[config.mk]
export PLATFORM = sky130hd
export DESIGN_NAME = greedy_text_line_wrapper
export DESIGN_NICKNAME = d
export VERILOG_FILES = /design/src/sv/gtlw_pkg.sv /design/src/sv/gtlw_front.sv /design/src/sv/gtlw_queue.sv /design/src/sv/gtlw_back.sv /design/src/sv/greedy_text_line_wrapper.sv
export VERILOG_INCLUDE_DIRS = /design/src /design/src/sv
export SDC_FILE = /design/constraint.sdc
export NUM_CORES = 1
export LEC_CHECK = 0
export BUFFER_PORTS_ARGS = -buffer_cell sky130_fd_sc_hd__clkbuf_2
export CORE_MARGIN = 4
export CORE_UTILIZATION = 35
export DETAILED_ROUTE_END_ITERATION = 8
export GPL_ROUTABILITY_DRIVEN = 1
export PLACE_DENSITY_LB_ADDON = 0.2
export SLEW_MARGIN = 10
export SYNTH_ARGS = -nofsm -noshare
export SYNTH_HDL_FRONTEND = slang
export SYNTH_SLANG_ARGS = --single-unit
[constraint.sdc]
create_clock -name clk -period 10.4 [get_ports clk]
set_clock_uncertainty 0.05 [all_clocks]
set_input_delay 2.08 -clock clk [delete_from_list [all_inputs] [get_ports clk]]
set_output_delay 2.08 -clock clk [all_outputs]
set_load 0.03 [all_outputs]
[src/sv/greedy_text_line_wrapper_assert.svh]
// Assertion macros shared by the line wrapper RTL.
`ifndef GREEDY_TEXT_LINE_WRAPPER_ASSERT_SVH
`define GREEDY_TEXT_LINE_WRAPPER_ASSERT_SVH

// Same-cycle implication, clocked on clk and quiet while rst is high.
`define GTLW_ASSERT_IMPL(lbl, ante, cons, msg) \
  lbl: assert property (@(posedge clk) disable iff (rst) (ante) |-> (cons)) \
    else $error(msg);

// Next-cycle implication, clocked on clk and quiet while rst is high.
`define GTLW_ASSERT_NEXT(lbl, ante, cons, msg) \
  lbl: assert property (@(posedge clk) disable iff (rst) (ante) |=> (cons)) \
    else $error(msg);

`endif

[src/sv/gtlw_pkg.sv]
// Types and constants shared by the greedy text line wrapper modules.
package gtlw_pkg;

  // Character kinds as carried on the input beat.
  typedef enum logic [2:0] {
    KIND_GLYPH           = 3'd0,
    KIND_SPACE           = 3'd1,
    KIND_LINE_FEED       = 3'd2,
    KIND_CARRIAGE_RETURN = 3'd3,
    KIND_END_OF_TEXT     = 3'd4
  } gtlw_kind_t;

  // Configuration register indexes.
  localparam int unsigned CFG_IDX_BITS = 2;
  localparam logic [CFG_IDX_BITS-1:0] REG_MAX_LINE_WIDTH = 2'd0;
  localparam logic [CFG_IDX_BITS-1:0] REG_SCALE_FACTOR   = 2'd1;

  localparam logic [15:0] MAX_LINE_WIDTH_RESET = 16'd320;
  localparam logic [7:0]  SCALE_FACTOR_RESET   = 8'd1;

  // Depth of the queue between the front and back parts.
  localparam int unsigned QDEPTH    = 4;
  localparam int unsigned QPTR_BITS = $clog2(QDEPTH);

  typedef struct packed {
    logic [2:0] char_kind;
    logic [7:0] glyph_width;
  } gtlw_in_t;

  typedef struct packed {
    logic [15:0] line_start;
    logic [15:0] line_length;
    logic [15:0] line_width;
  } gtlw_out_t;

  // Classified character with its scaled, saturated width.
  typedef struct packed {
    gtlw_kind_t kind;
    logic [7:0] char_width;
  } gtlw_op_t;

  typedef struct packed {
    logic full;
    logic empty;
  } gtlw_qstat_t;

endpackage

[src/sv/gtlw_front.sv]
// Front part: accepts characters, drops unused kinds and scales glyph widths.
module gtlw_front (
  input  logic                 clk,
  input  logic                 rst,
  input  logic                 in_valid,
  output logic                 in_ready,
  input  gtlw_pkg::gtlw_in_t   in_data,
  input  logic [7:0]           scale_factor,
  input  gtlw_pkg::gtlw_qstat_t q_stat,
  output logic                 fwd_valid,
  output gtlw_pkg::gtlw_op_t   fwd_op
);

  logic        take;
  logic        known_kind;
  logic [15:0] product;
  logic [7:0]  char_width;

  assign in_ready   = !fwd_valid || !q_stat.full;
  assign take       = in_valid && in_ready;
  assign known_kind = in_data.char_kind <= 3'(gtlw_pkg::KIND_END_OF_TEXT);
  assign product    = 16'(in_data.glyph_width) * 16'(scale_factor);
  assign char_width = (|product[15:8]) ? 8'hFF : product[7:0];

  always_ff @(posedge clk) begin
    if (rst) begin
      fwd_valid <= 1'b0;
    end else if (take) begin
      // Kinds beyond end of text have no effect at all, so they stop here.
      fwd_valid <= known_kind;
    end else if (!q_stat.full) begin
      fwd_valid <= 1'b0;
    end
  end

  always_ff @(posedge clk) begin
    if (take) begin
      fwd_op.kind       <= gtlw_pkg::gtlw_kind_t'(in_data.char_kind);
      fwd_op.char_width <= char_width;
    end
  end

endmodule

[src/sv/gtlw_queue.sv]
// Small register queue between the front and back parts.
module gtlw_queue (
  input  logic                  clk,
  input  logic                  rst,
  input  logic                  push,
  input  gtlw_pkg::gtlw_op_t    push_op,
  input  logic                  pop,
  output gtlw_pkg::gtlw_op_t    pop_op,
  output gtlw_pkg::gtlw_qstat_t stat
);

  gtlw_pkg::gtlw_op_t              slots [gtlw_pkg::QDEPTH];
  logic [gtlw_pkg::QPTR_BITS-1:0]  wr_ptr;
  logic [gtlw_pkg::QPTR_BITS-1:0]  rd_ptr;
  logic [gtlw_pkg::QPTR_BITS:0]    count;

  assign stat.full  = count == (gtlw_pkg::QPTR_BITS+1)'(gtlw_pkg::QDEPTH);
  assign stat.empty = count == '0;
  assign pop_op     = slots[rd_ptr];

  always_ff @(posedge clk) begin
    if (rst) begin
      wr_ptr <= '0;
      rd_ptr <= '0;
      count  <= '0;
    end else begin
      if (push) begin
        wr_ptr <= wr_ptr + 1'b1;
      end
      if (pop) begin
        rd_ptr <= rd_ptr + 1'b1;
      end
      priority if (push && !pop) begin
        count <= count + 1'b1;
      end else if (pop && !push) begin
        count <= count - 1'b1;
      end
    end
  end

  always_ff @(posedge clk) begin
    if (push) begin
      slots[wr_ptr] <= push_op;
    end
  end

endmodule

[src/sv/gtlw_back.sv]
// Back part: keeps the line state and forms one line segment per break.
module gtlw_back #(
  parameter int unsigned POS_BITS = 16
) (
  input  logic                  clk,
  input  logic                  rst,
  input  logic [15:0]           max_line_width,
  input  gtlw_pkg::gtlw_qstat_t q_stat,
  input  gtlw_pkg::gtlw_op_t    q_op,
  output logic                  pop,
  output logic                  out_valid,
  input  logic                  out_ready,
  output gtlw_pkg::gtlw_out_t   out_data
);

  logic [POS_BITS-1:0] position, position_next;
  logic [POS_BITS-1:0] line_begin, line_begin_next;
  logic [POS_BITS-1:0] space_position, space_position_next;
  logic                space_valid, space_valid_next;
  logic [7:0]          space_char_width, space_char_width_next;
  logic [15:0]         running_width, running_width_next;
  logic [15:0]         width_before_space, width_before_space_next;

  logic [POS_BITS-1:0] idx_inc;
  logic [POS_BITS-1:0] cur_len;
  logic [16:0]         run_plus;
  logic [15:0]         run_plus_sat;
  logic                overflow;
  logic [16:0]         used;
  logic [15:0]         rest;
  logic [16:0]         rest_plus;
  logic [15:0]         rest_plus_sat;
  logic                res_valid;
  gtlw_pkg::gtlw_out_t res;
  gtlw_pkg::gtlw_out_t cur_line;

  assign pop = !q_stat.empty && (!out_valid || out_ready);

  assign idx_inc       = position + POS_BITS'(1);
  assign cur_len       = position - line_begin;
  assign run_plus      = {1'b0, running_width} + 17'(q_op.char_width);
  assign run_plus_sat  = run_plus[16] ? 16'hFFFF : run_plus[15:0];
  assign overflow      = run_plus > {1'b0, max_line_width};
  assign used          = {1'b0, width_before_space} + 17'(space_char_width);
  assign rest          = ({1'b0, running_width} > used) ?
                         16'({1'b0, running_width} - used) : 16'd0;
  assign rest_plus     = {1'b0, rest} + 17'(q_op.char_width);
  assign rest_plus_sat = rest_plus[16] ? 16'hFFFF : rest_plus[15:0];

  assign cur_line.line_start  = 16'(line_begin);
  assign cur_line.line_length = 16'(cur_len);
  assign cur_line.line_width  = running_width;

  always_comb begin
    position_next           = position;
    line_begin_next         = line_begin;
    space_position_next     = space_position;
    space_valid_next        = space_valid;
    space_char_width_next   = space_char_width;
    running_width_next      = running_width;
    width_before_space_next = width_before_space;
    res_valid               = 1'b0;
    res                     = '0;

    unique case (q_op.kind)
      gtlw_pkg::KIND_CARRIAGE_RETURN: begin
        position_next = idx_inc;
      end
      gtlw_pkg::KIND_END_OF_TEXT: begin
        res_valid               = running_width != '0;
        res                     = cur_line;
        position_next           = '0;
        line_begin_next         = '0;
        space_position_next     = '0;
        space_valid_next        = 1'b0;
        space_char_width_next   = '0;
        running_width_next      = '0;
        width_before_space_next = '0;
      end
      gtlw_pkg::KIND_LINE_FEED: begin
        res_valid               = 1'b1;
        res                     = (running_width != '0) ? cur_line : '0;
        line_begin_next         = idx_inc;
        space_position_next     = '0;
        space_valid_next        = 1'b0;
        width_before_space_next = '0;
        running_width_next      = '0;
        position_next           = idx_inc;
      end
      gtlw_pkg::KIND_GLYPH, gtlw_pkg::KIND_SPACE: begin
        position_next = idx_inc;
        if (overflow) begin
          space_position_next     = '0;
          space_valid_next        = 1'b0;
          width_before_space_next = '0;
          priority if (q_op.kind == gtlw_pkg::KIND_SPACE) begin
            // An overflowing space ends the line and is swallowed.
            res_valid          = running_width != '0;
            res                = cur_line;
            line_begin_next    = idx_inc;
            running_width_next = '0;
          end else if (space_valid) begin
            // Break back at the last inner space; the word moves down.
            res_valid            = width_before_space != '0;
            res.line_start       = 16'(line_begin);
            res.line_length      = 16'(space_position - line_begin);
            res.line_width       = width_before_space;
            line_begin_next      = space_position + POS_BITS'(1);
            running_width_next   = rest_plus_sat;
          end else begin
            // No inner space: cut the word at this character.
            res_valid          = running_width != '0;
            res                = cur_line;
            line_begin_next    = position;
            running_width_next = 16'(q_op.char_width);
          end
        end else if (q_op.kind == gtlw_pkg::KIND_SPACE) begin
          if (running_width != '0) begin
            space_position_next     = position;
            space_valid_next        = 1'b1;
            width_before_space_next = running_width;
            running_width_next      = run_plus_sat;
            space_char_width_next   = q_op.char_width;
          end else begin
            // Leading spaces are dropped from the line.
            line_begin_next         = idx_inc;
            space_position_next     = '0;
            space_valid_next        = 1'b0;
            width_before_space_next = '0;
            running_width_next      = '0;
          end
        end else begin
          running_width_next = run_plus_sat;
        end
      end
      default: begin
      end
    endcase
  end

  always_ff @(posedge clk) begin
    if (rst) begin
      position           <= '0;
      line_begin         <= '0;
      space_position     <= '0;
      space_valid        <= 1'b0;
      space_char_width   <= '0;
      running_width      <= '0;
      width_before_space <= '0;
    end else if (pop) begin
      position           <= position_next;
      line_begin         <= line_begin_next;
      space_position     <= space_position_next;
      space_valid        <= space_valid_next;
      space_char_width   <= space_char_width_next;
      running_width      <= running_width_next;
      width_before_space <= width_before_space_next;
    end
  end

  always_ff @(posedge clk) begin
    if (rst) begin
      out_valid <= 1'b0;
    end else if (pop) begin
      out_valid <= res_valid;
    end else if (out_ready) begin
      out_valid <= 1'b0;
    end
  end

  always_ff @(posedge clk) begin
    if (pop && res_valid) begin
      out_data <= res;
    end
  end

endmodule

[src/sv/greedy_text_line_wrapper.sv]
// Top level of the greedy text line wrapper: config registers and part wiring.
//
//   Channel  Direction  Handshake              Beat contents
//   in       input      in_valid / in_ready    char_kind, glyph_width
//   out      output     out_valid / out_ready  line_start, line_length, line_width
//   cfg      input      cfg_valid / cfg_ready  cfg_index, cfg_data
//
// One character is taken per cycle unless a full queue stalls the front; the back
// part updates the running position and widths with combinational adds and
// compares. A line passes the front register, a queue slot and the output
// register before it is valid on out.
// Reset clears all line state and loads max_line_width 320 and scale_factor 1.
// Front and back stall on their own: the four-entry queue absorbs a stalled out.
`include "greedy_text_line_wrapper_assert.svh"

module greedy_text_line_wrapper #(
  parameter int unsigned POS_BITS = 16
) (
  input  logic                                   clk,
  input  logic                                   rst,
  input  logic                                   in_valid,
  output logic                                   in_ready,
  input  gtlw_pkg::gtlw_in_t                     in_data,
  output logic                                   out_valid,
  input  logic                                   out_ready,
  output gtlw_pkg::gtlw_out_t                    out_data,
  input  logic                                   cfg_valid,
  output logic                                   cfg_ready,
  input  logic [gtlw_pkg::CFG_IDX_BITS-1:0]      cfg_index,
  input  logic [15:0]                            cfg_data
);

  // Configuration registers. Writes must arrive only while the block is idle
  // (the user's duty; the block does not enforce it), so both parts read them directly.
  logic [15:0] max_line_width;
  logic [7:0]  scale_factor;

  logic                  fwd_valid;
  gtlw_pkg::gtlw_op_t    fwd_op;
  gtlw_pkg::gtlw_qstat_t q_stat;
  gtlw_pkg::gtlw_op_t    q_op;
  logic                  q_push;
  logic                  q_pop;

  assign cfg_ready = 1'b1;

  always_ff @(posedge clk) begin
    if (rst) begin
      max_line_width <= gtlw_pkg::MAX_LINE_WIDTH_RESET;
      scale_factor   <= gtlw_pkg::SCALE_FACTOR_RESET;
    end else if (cfg_valid && cfg_ready) begin
      // Indexes past the register list are accepted and ignored.
      if (cfg_index == gtlw_pkg::REG_MAX_LINE_WIDTH) begin
        max_line_width <= cfg_data;
      end
      if (cfg_index == gtlw_pkg::REG_SCALE_FACTOR) begin
        scale_factor <= cfg_data[7:0];
      end
    end
  end

  // The front part classifies each character and scales its width once, so the
  // back part sees only the kinds that matter and a ready-made 8-bit width.
  gtlw_front u_front (
    .clk          (clk),
    .rst          (rst),
    .in_valid     (in_valid),
    .in_ready     (in_ready),
    .in_data      (in_data),
    .scale_factor (scale_factor),
    .q_stat       (q_stat),
    .fwd_valid    (fwd_valid),
    .fwd_op       (fwd_op)
  );

  assign q_push = fwd_valid && !q_stat.full;

  gtlw_queue u_queue (
    .clk     (clk),
    .rst     (rst),
    .push    (q_push),
    .push_op (fwd_op),
    .pop     (q_pop),
    .pop_op  (q_op),
    .stat    (q_stat)
  );

  // The back part pops one character whenever its output register is free or
  // being emptied, and writes a line into that register when one ends.
  gtlw_back #(
    .POS_BITS (POS_BITS)
  ) u_back (
    .clk            (clk),
    .rst            (rst),
    .max_line_width (max_line_width),
    .q_stat         (q_stat),
    .q_op           (q_op),
    .pop            (q_pop),
    .out_valid      (out_valid),
    .out_ready      (out_ready),
    .out_data       (out_data)
  );

  // The queue can never report full and empty at once.
  `GTLW_ASSERT_IMPL(a_queue_sane, 1'b1, !(q_stat.full && q_stat.empty), "queue full and empty")

  // A classified character waiting on a full queue is held, not lost.
  `GTLW_ASSERT_NEXT(a_front_hold, fwd_valid && q_stat.full, fwd_valid && $stable(fwd_op), "front dropped")

  // A queued character stays queued until the back part pops it.
  `GTLW_ASSERT_NEXT(a_queue_keep, !q_stat.empty && !q_pop, !q_stat.empty, "queue lost an entry")

  // Every line feed that the back part takes yields a line segment.
  `GTLW_ASSERT_NEXT(a_lf_emits, q_pop && q_op.kind == gtlw_pkg::KIND_LINE_FEED, out_valid, "line feed lost")

endmodule
==> results of run 1 <==
## flip-flops by register name, summed over array words and instances (netlist names), 11 cells and up, named ones only
name                       count
u_back.out_data               48
max_line_width                16
u_back.position               16
u_back.width_before_space     16
u_queue.slots                 44
u_back.running_width          16
u_front.fwd_op                11
u_back.line_begin             16
u_back.space_position         16
## routing by layer
layer / routed length, µm / up-vias / global-route usage, % / share of wire, %
met5: 0 / - / 0 / 0
met1: 20500 / 6165 / 23.9 / 48
met4: 786 / 0 / 3.76 / 1.9
met3: 1950 / 50 / 2.39 / 4.6
li1: - / 6327 / - / -
met2: 19000 / 286 / 26.8 / 45
## synthesized netlist by cell type (13+ instances only)
cell      count
a211oi_1     13
a21o_1       28
a21oi_1     133
a22o_1       25
a22oi_1      22
and2_1       75
and3_1       17
clkbuf_1     56
dfxtp_1     124
edfxtp_1    103
fa_1         43
ha_1        129
inv_1       117
mux2i_1      14
nand2_1     136
nand2b_1     15
nand3_1      70
nor2_1      127
nor2b_1      13
nor3_1       31
nor4_1       15
o21a_1       13
o21ai_0      59
o22ai_1      21
or3_1        16
xnor2_1      49
xor2_1       47
## metrics by stage
| stage | util [%] | area [µm²] | total power [µW] | setup slack (ns) | hold slack (ns) |
|---|---|---|---|---|---|
| 2_1_floorplan | - | 16100 | 2810 | 3.18 | 0.382 |
| 3_3_place_gp | 37.3 | 16900 | 3300 | 2.80 | 0.396 |
| 3_5_place_dp | 37.3 | 16900 | 3320 | 2.70 | 0.404 |
| 4_1_cts | 39.4 | 17900 | 4340 | 3.21 | 0.413 |
| 5_1_grt | 39.4 | 17900 | 4630 | 2.62 | 0.430 |
| 6_report | 39.4 | 17900 | 4320 | 3.23 | 0.408 |
## layout by cell type (no fill, tap or decap), drive strengths merged, types with 12 or more instances in the layout
master and n:
o21ai 62, o21a 13, nor4 16, and3 20, nand2b 15, a22oi 22
o21bai 12, nor2 127, ha 129, dfxtp 124, mux2i 14, nand2 136
inv 119, a22o 25, nor2b 13, xor2 48, a21oi 137, nor3 32
edfxtp 103, xnor2 49, a211oi 14, mux2 12, and2 75, or2 12
clkbuf 116, or3 16, o22ai 21, fa 43, nand4 12, a21o 30
nand3 72
## final cells by class
| class | count | area, µm² |
|---|---|---|
| timing repair buffer | 91 | 478 |
| clock buffer | 34 | 732 |
| clock inverter | 16 | 199 |
| inverter | 117 | 439 |
| multi-input combinational | 1313 | 9700 |
| fill | 4569 | 27500 |
| tap | 600 | 751 |
| sequential | 227 | 5580 |
## critical path, stage by stage
cell	delay, ns
clkbuf_2	0.12
and2_1	0.18
fa_1	0.53
inv_1	0.05
fa_1	0.50
fa_1	0.52
fa_1	0.54
inv_1	0.04
ha_1	0.32
or2_2	0.28
a21oi_1	0.28
inv_1	0.12
o21a_1	0.15
a41o_1	0.27
o41ai_2	0.27
xnor2_1	0.12
or4_1	0.69
or2_2	0.34
## logic make-up (layout without fill, tap and decap cells)
logic type / count (synthesis) / in the layout
other: 1 / 1
buffers and inverters: 192 / 258
XOR/XNOR: 97 / 97
AO/OA/AOI/OAI: 426 / 426
AND/OR/NAND/NOR: 580 / 580
multiplexers: 37 / 37
adder cells (fa/ha/maj): 172 / 172
flip-flops: 227 / 227
## final timing paths
path	startpoint	end	slack [ns]	cells past startpoint
worst max register to register	flop	u_back.line_begin[11]	3.30	20
worst max-delay path	in_data[1]	u_front.fwd_op[2]	3.23	18
worst min register to register	max_line_width[10]	max_line_width[10]	0.41	2
worst min-delay path	max_line_width[10]	max_line_width[10]	0.41	2
## power by group
part / internal (µW) / total [µW] / switching, µW
Sequential: 1060 / 1140 / 87.6
Combinational: 816 / 2180 / 1370
Clock: 599 / 992 / 393
==> results.py, run 1 <==
metrics = {
    "logic_synthesis": {
        "synth.distinct_cells": 102,
        "synth_area_leaders": "edfxtp_1, dfxtp_1, ha_1",
        "syn-num-nets": 1938,
        "yosys.area_share.simple_pct": 18.4,
        "yosysWarningCount": 0,
        "muxShareOfSynthArea_pct": 3.26,
        "synth_adder_area_share_pct": 15.4,
        "synth-async-reset-ratio_pct": 0,
        "synth_top_family_by_area": "simple AND/OR/NAND/NOR gates",
        "yosysSeqAreaShare_pct": 34.7,
        "synth_compound_area_share_pct": 17.7,
        "synth_xor_area_share_pct": 5.34,
        "netlist_instances": 1732,
        "avgSynthCellArea_um2": 9.27,
        "syn_area_mm2": 0.0161,
        "ys_seq_elements": 227,
        "synth_top_area_share_pct": 19.3,
        "yosys.area.top_type": "edfxtp_1",
        "synth_edf_count": 103,
        "synthFlopType": "dfxtp_1",
    },
    "run_status": {
        "status": "completed",
    },
    "routing": {
        "route.vias.total": 12800,
        "via_per_inst": 5.35,
        "drtPass1Iterations": 5,
        "drt.antenna.violating_nets": 0,
        "routed_wl_mm": 42.2,
        "wl_per_cell_um": 17.6,
        "drt_iter0_markers": 684,
        "drc": 0,
    },
    "finish": {
        "drive_above_1_share_pct": 11.8,
        "nets": 1983,
        "area_growth_pct": 11.4,
        "antennaDiodeCount": 0,
        "stdcell_count": 2398,
    },
    "power": {
        "p_leak_uw": 0.00718,
        "cellPowerDensity_mw_per_mm2": 242,
        "peakVddDrop_mv": 0.149,
    },
    "floorplanning": {
        "ios": 85,
        "die_h_um": 222,
        "core_area_mm2": 0.0454,
        "die-area_mm2": 0.0494,
        "dieWidth_um": 222,
        "start_util_pct": 35.4,
        "num_rows": 78,
    },
    "clock_tree": {
        "cts_tree": "done",
        "post-cts-setup-buffer-count": 0,
        "cts_buffers": 27,
        "cts_resized": 0,
        "clk_pin_slew_ns": 0.06,
        "insertion_delay_ns": 0.55,
        "hold_buffers": 0,
        "h-tree-depth": 1,
        "cts.sinks": 227,
        "clock_path_buffers": 3,
        "ctsRootBufferMaster": "clkbuf_16",
    },
    "place": {
        "numPortBuffers": 83,
        "dp_hpwl_mm": 31.8,
        "place_congestion": 0.851,
        "dp.cells": 2348,
    },
    "critical_path": {
        "crit_fanout": 8,
        "arrival_ns": 7.42,
        "required_ns": 10.65,
        "startpoint_type": "input port",
        "crit_type": "in2reg",
        "end_kind": "flop",
    },
    "timing": {
        "finalSetupViolations": 0,
        "rsz0062_at_grt": "false",
        "finalHoldViolCount": 0,
        "fmax_ghz": 0.140,
        "maxSlewViolCount": 0,
        "tns_ns": 0,
        "slew_headroom_pct": 31.6,
        "period_minus_slack_ns": 7.17,
        "fin_crit_sh_pct": 68.9,
        "worstMarginPinSlew_ns": 1.02,
    },
    "global_route": {
        "grt_overflow_total": 0,
        "grt_pass1_wl_mm": 68.2,
        "grt_antenna_before_repair": 0,
        "track_usage_pct": 16.7,
        "grt_start_max_net_pins": 73,
        "grt_pass1_vias": 12700,
    },
    "min_path": {
        "hold_class": "reg2reg",
    },
    "flow_run": {
        "cap_violations": 0,
    },
}
Power figures use the tool's default switching activity.
==> run 2: changes to the inputs <==
Settings changed: ABC_AREA set to 1.
Clock period 10.4 ns to 7.41 ns, I/O delays scaled along.
==> results.py, run 2 <==
metrics = {
    "routing": {
        "drt_iter0_markers": 1018,
        "routed_wl_mm": 46.8,
        "wl_met1_mm": 22.8,
        "route.vias.total": 14500,
        "drtPass1Iterations": 5,
        "via_per_inst": 5.04,
        "drt.antenna.violating_nets": 0,
        "wl_met2_mm": 20.6,
        "topRoutingLayerUsed": "met4",
        "dr_wl_met3_mm": 2.55,
        "wl_per_cell_um": 16.2,
        "drc": 0,
    },
    "logic_synthesis": {
        "syn-num-nets": 2419,
        "synth_top_area_share_pct": 18.7,
        "yosysWarningCount": 0,
        "ys_seq_elements": 227,
        "synth_xor_area_share_pct": 4.87,
        "avgSynthCellArea_um2": 7.47,
        "synthFlopType": "dfxtp_1",
        "synth_area_leaders": "edfxtp_1, dfxtp_1, nand2_1",
        "syn_area_mm2": 0.0165,
        "synth_edf_count": 103,
        "yosysSeqAreaShare_pct": 33.7,
        "synth_compound_area_share_pct": 15.5,
        "yosys.area.top_type": "edfxtp_1",
        "synth_most_common_cell": "nand2_1",
        "synth-async-reset-ratio_pct": 0,
        "muxShareOfSynthArea_pct": 0,
        "synth_top_family_by_area": "simple AND/OR/NAND/NOR gates",
        "netlist_instances": 2213,
        "synthTopCellsByCount": "nand2_1, inv_1, a21oi_1, nor2_1, ha_1",
        "synth.distinct_cells": 57,
        "synth_adder_area_share_pct": 15.0,
        "yosys.area_share.simple_pct": 21.4,
    },
    "timing": {
        "slew_headroom_pct": 23.4,
        "period_minus_slack_ns": 6.32,
        "holdWs_ns": 0.415,
        "worstMarginPinSlew_ns": 1.14,
        "tns_ns": 0,
        "fin_crit_sh_pct": 85.3,
        "rsz0062_at_grt": "false",
        "fmax_ghz": 0.158,
        "maxSlewViolCount": 0,
        "finalSetupViolations": 0,
        "finalHoldViolCount": 0,
    },
    "min_path": {
        "whs_path_depth": 2,
        "hold_class": "reg2reg",
    },
    "run_status": {
        "status": "completed",
    },
    "power": {
        "p_leak_uw": 0.00833,
        "power.internal_uw": 3910,
        "seqPwrFrac_pct": 21.6,
        "cellPowerDensity_mw_per_mm2": 438,
        "comb_power_share_pct": 60.9,
        "p_clk_share_pct": 17.4,
        "peakVddDrop_mv": 0.340,
        "p_switching_uw": 4160,
        "finalPower_uw": 8070,
        "power_switching_share_pct": 51.5,
    },
    "critical_path": {
        "crit_top_cell": "nand2_1",
        "slowest_stage": "nand2_1",
        "r2r_cells": 40,
        "crit_fanout": 14,
        "required_ns": 7.83,
        "startpoint_type": "flop",
        "crit_type": "reg2reg",
        "end_kind": "flop",
        "r2r_slack_ns": 1.09,
        "slowest_delay_ns": 0.36,
        "arrival_ns": 6.74,
    },
    "clock_tree": {
        "h-tree-depth": 1,
        "clk_pin_slew_ns": 0.07,
        "ctsRootBufferMaster": "clkbuf_16",
        "cts_resized": 0,
        "cts.sinks": 227,
        "cts_tree": "done",
        "post-cts-setup-buffer-count": 0,
        "clock_path_buffers": 3,
        "cts_buffers": 28,
        "hold_buffers": 0,
        "insertion_delay_ns": 0.55,
    },
    "finish": {
        "drive_above_1_share_pct": 8.07,
        "final_cell_mix": "nand2_1, inv_1, a21oi_1",
        "largest_register": "u_back.out_data",
        "top_regs": "u_back.out_data: 48 flops, u_queue.slots: 44 flops",
        "antennaDiodeCount": 0,
        "nets": 2464,
        "largest_reg_flops": 48,
        "area_growth_pct": 11.3,
        "layout_commonest_cell": "nand2_1",
    },
    "floorplanning": {
        "dieWidth_um": 225,
        "core_area_mm2": 0.0467,
        "die_h_um": 225,
        "die-area_mm2": 0.0508,
        "ios": 85,
        "start_util_pct": 35.5,
        "num_rows": 79,
    },
    "place": {
        "dp_hpwl_mm": 35.7,
        "numPortBuffers": 83,
        "place_congestion": 0.882,
    },
    "flow_run": {
        "cap_violations": 0,
    },
    "global_route": {
        "grt_start_max_net_pins": 83,
        "grt_antenna_before_repair": 0,
        "track_usage_pct": 18.1,
        "grt_pass1_wl_mm": 74.9,
        "grt_pass1_vias": 13800,
        "grt_overflow_total": 0,
    },
}
## run 2: cell count changes after synthesis, moves of 23 or more
cell / previous run / this run
a21o_1: 28 / 3
and2_1: 75 / 1
nor2_1: 127 / 174
o21ai_1: 3 / 26
nand4_1: 12 / 42
a22o_1: 25 / 1
o21ai_0: 59 / 122
inv_1: 117 / 304
a21oi_1: 133 / 222
nand2_1: 136 / 517
## run 2: final timing paths
check	from	endpoint
worst max register to register	u_back.width_before_space[2]	u_back.running_width[7]
worst max-delay path	u_back.width_before_space[2]	u_back.running_width[7]
worst min register to register	max_line_width[13]	max_line_width[13]
worst min-delay path	max_line_width[13]	max_line_width[13]
## run 2: through the flow
step / setup slack (ns) / cell area, µm² / cells / util (%)
after floorplan: 1.49 / 16500 / 2213 / -
after global placement: 1.12 / 17500 / 2835 / 37.4
after detailed placement: 1.01 / 17500 / 2835 / 37.4
after CTS: 1.13 / 18400 / 2887 / 39.5
after global routing: 0.384 / 18400 / 2887 / 39.5
final: 1.09 / 18400 / 2887 / 39.5
## run 2: area by class of cell
cell class	instances	area (µm²)
clock buffers	37	786
clock inverters	15	165
fillers	4891	28200
inverters	325	1220
multi-input cells	1580	9380
flip-flops and latches	227	5580
well taps	607	759
repair buffers	96	526
## run 2: logic make-up (layout without fill, tap and decap cells)
family | after synthesis | after routing
compound gates | 460 | 460
other cells | 1 | 1
simple gates | 855 | 855
fa+ha+maj | 172 | 172
buf+inv | 406 | 473
xor+xnor | 92 | 92
flops | 227 | 227
## run 2: per-layer routing
| layer | GRT usage (%) | vias to the layer above |
|---|---|---|
| met5 | 0 | - |
| met3 | 2.29 | 57 |
| met1 | 26.5 | 6741 |
| met4 | 3.38 | 0 |
| li1 | - | 7367 |
| met2 | 28.9 | 375 |
## run 2: worst max-delay path, delay by kind of cell, from the launching register on
kind | cells | cell delay [ns]
flops | 1 | 0.33
simple gates | 21 | 2.62
compound gates | 11 | 1.67
buf+inv | 4 | 0.34
xor+xnor | 1 | 0.20
fa+ha+maj | 3 | 1.00
## run 2: power by group through the flow
stage / sequential, µW / clock [µW] / combinational (µW)
CTS: 1750 / 1440 / 4890
global placement: 1770 / 0 / 4830
detailed placement: 1770 / 0 / 4860
floorplan: 1820 / 0 / 3570
global route: 1770 / 1500 / 5530
finish: 1750 / 1410 / 4920
==> run 3: changes to the inputs <==
Settings changed: CORE_UTILIZATION 35 to 55, SETUP_SLACK_MARGIN set to 0.15.
==> results.py, run 3 (synthesized netlist as in run 2, its figures left out) <==
metrics = {
    "clock_tree": {
        "clock_path_buffers": 3,
        "hold_buffers": 0,
        "cts.sinks": 227,
        "cts_tree": "done",
        "cts_buffers": 26,
        "post-cts-setup-buffer-count": 0,
        "h-tree-depth": 1,
        "insertion_delay_ns": 0.54,
        "clk_pin_slew_ns": 0.06,
        "ctsRootBufferMaster": "clkbuf_16",
        "cts_resized": 0,
    },
    "timing": {
        "setup_ws_ns": 0.987,
        "tns_ns": 0,
        "fin_crit_sh_pct": 86.7,
        "rsz0062_at_grt": "false",
        "period_minus_slack_ns": 6.42,
        "maxSlewViolCount": 0,
        "finalSetupViolations": 0,
        "fmax_ghz": 0.156,
        "slew_headroom_pct": 26.9,
        "worstMarginPinSlew_ns": 1.09,
        "holdWs_ns": 0.421,
        "finalHoldViolCount": 0,
    },
    "finish": {
        "drive_above_1_share_pct": 7.74,
        "n_fill_cell": 2782,
        "top_regs": "u_back.out_data: 48 flops, u_queue.slots: 44 flops",
        "multi_input_area_mm2": 0.00938,
        "layout_commonest_cell": "nand2_1",
        "area_growth_pct": 9.21,
        "regArea_mm2": 0.00558,
        "largest_reg_flops": 48,
        "antennaDiodeCount": 0,
        "final_cell_mix": "nand2_1, inv_1, a21oi_1",
        "nets": 2461,
        "largest_register": "u_back.out_data",
    },
    "floorplanning": {
        "num_rows": 63,
        "core_area_mm2": 0.0296,
        "die-area_mm2": 0.0329,
        "dieWidth_um": 181,
        "die_h_um": 181,
        "start_util_pct": 55.8,
        "ios": 85,
    },
    "power": {
        "p_leak_uw": 0.00829,
        "power.internal_uw": 3860,
        "p_switching_uw": 4100,
        "finalPower_uw": 7960,
        "peakVddDrop_mv": 0.264,
        "seqPwrFrac_pct": 21.8,
        "p_clk_share_pct": 16.5,
        "power_switching_share_pct": 51.5,
        "cellPowerDensity_mw_per_mm2": 441,
        "comb_power_share_pct": 61.7,
    },
    "global_route": {
        "grt_pass1_wl_mm": 71.5,
        "grt_overflow_total": 0,
        "grt_antenna_before_repair": 1,
        "track_usage_pct": 26.1,
        "grt_pass1_vias": 14100,
        "grt_start_max_net_pins": 53,
    },
    "critical_path": {
        "crit_type": "reg2reg",
        "crit_top_cell": "nand2_1",
        "crit_end": "u_back.running_width[13]",
        "startpoint_type": "flop",
        "slowest_delay_ns": 0.47,
        "startpoint": "u_back.width_before_space[2]",
        "r2r_slack_ns": 0.99,
        "crit_fanout": 14,
        "r2r-start": "u_back.width_before_space[2]",
        "required_ns": 7.83,
        "arrival_ns": 6.84,
        "end_kind": "flop",
        "crit-reg2reg-capture": "u_back.running_width[13]",
        "slowest_stage": "nand2_1",
        "r2r_cells": 36,
    },
    "routing": {
        "drt_iter0_markers": 1388,
        "drt.antenna.violating_nets": 0,
        "route.vias.total": 14700,
        "drtPass1Iterations": 6,
        "via_per_inst": 5.51,
        "routed_wl_mm": 43.9,
        "wl_per_cell_um": 16.5,
        "drc": 0,
    },
    "place": {
        "dp_hpwl_mm": 33.7,
        "pre_cts_ws_ns": 1.09,
        "place_congestion": 0.932,
        "numPortBuffers": 83,
    },
    "min_path": {
        "hold_class": "reg2reg",
    },
    "flow_run": {
        "cap_violations": 0,
    },
    "run_status": {
        "status": "completed",
    },
}
==> run 3: cell types whose count changed in the layout (fill, tap and decap cells not counted), sizes merged <==
cell / delta
inv: -1
bufinv: +1
clkbuf: +3
buf: -2
clkinvlp: -1
clkinv: -5
==> run 3: cell type report <==
| class | instances | share of cell area (%) |
|---|---|---|
| Clock buffer | 39 | 3.98 |
| Timing Repair Buffer | 95 | 2.87 |
| Sequential cell | 227 | 30.9 |
| Multi-Input combinational cell | 1580 | 51.9 |
| Clock inverter | 9 | 0.873 |
| Inverter | 325 | 6.77 |
| Tap cell | 390 | 2.70 |
==> run 3: worst min-delay path by stage <==
stage	from	end	slack [ns]	cells after the start
floorplan	max_line_width[10]	max_line_width[10]	0.39	2
global placement	u_queue.rd_ptr[1]	u_queue.rd_ptr[1]	0.40	2
detailed placement	max_line_width[2]	max_line_width[2]	0.41	2
CTS	max_line_width[2]	max_line_width[2]	0.42	2
global route	max_line_width[9]	max_line_width[9]	0.44	2
finish	max_line_width[2]	max_line_width[2]	0.42	2
==> run 3: worst max-delay path, delay by kind of cell (launching register included) <==
family	cells	cell delay, ns
AND/OR/NAND/NOR	22	3.25
AO/OA/AOI/OAI	9	1.37
adder cells (fa/ha/maj)	3	1.06
flip-flops	1	0.32
XOR/XNOR	1	0.17
buffers and inverters	1	0.14
==> run 3: routing by layer <==
metal | share of wire, % | global-route usage, %
met4 | 1.6 | 5.64
met5 | 0.016 | 0
met3 | 7.1 | 3.99
met2 | 46 | 42.8
met1 | 45 | 36.8
==> run 3: power by group through the flow <==
stage | clock [µW] | sequential (µW) | combinational, µW
global placement | 0 | 1750 | 4750
global route | 1380 | 1750 | 5470
CTS | 1330 | 1730 | 4840
floorplan | 0 | 1820 | 3570
detailed placement | 0 | 1760 | 4810
finish | 1310 | 1740 | 4920
==> run 3: stage by stage <==
step | instance area, µm² | cells | utilization, %
3_5_place_dp | 17200 | 2617 | 58.0
6_report | 18100 | 2665 | 60.9
2_1_floorplan | 16500 | 2213 | -
5_1_grt | 18100 | 2665 | 60.9
4_1_cts | 18100 | 2665 | 60.9
3_3_place_gp | 17200 | 2617 | 58.0
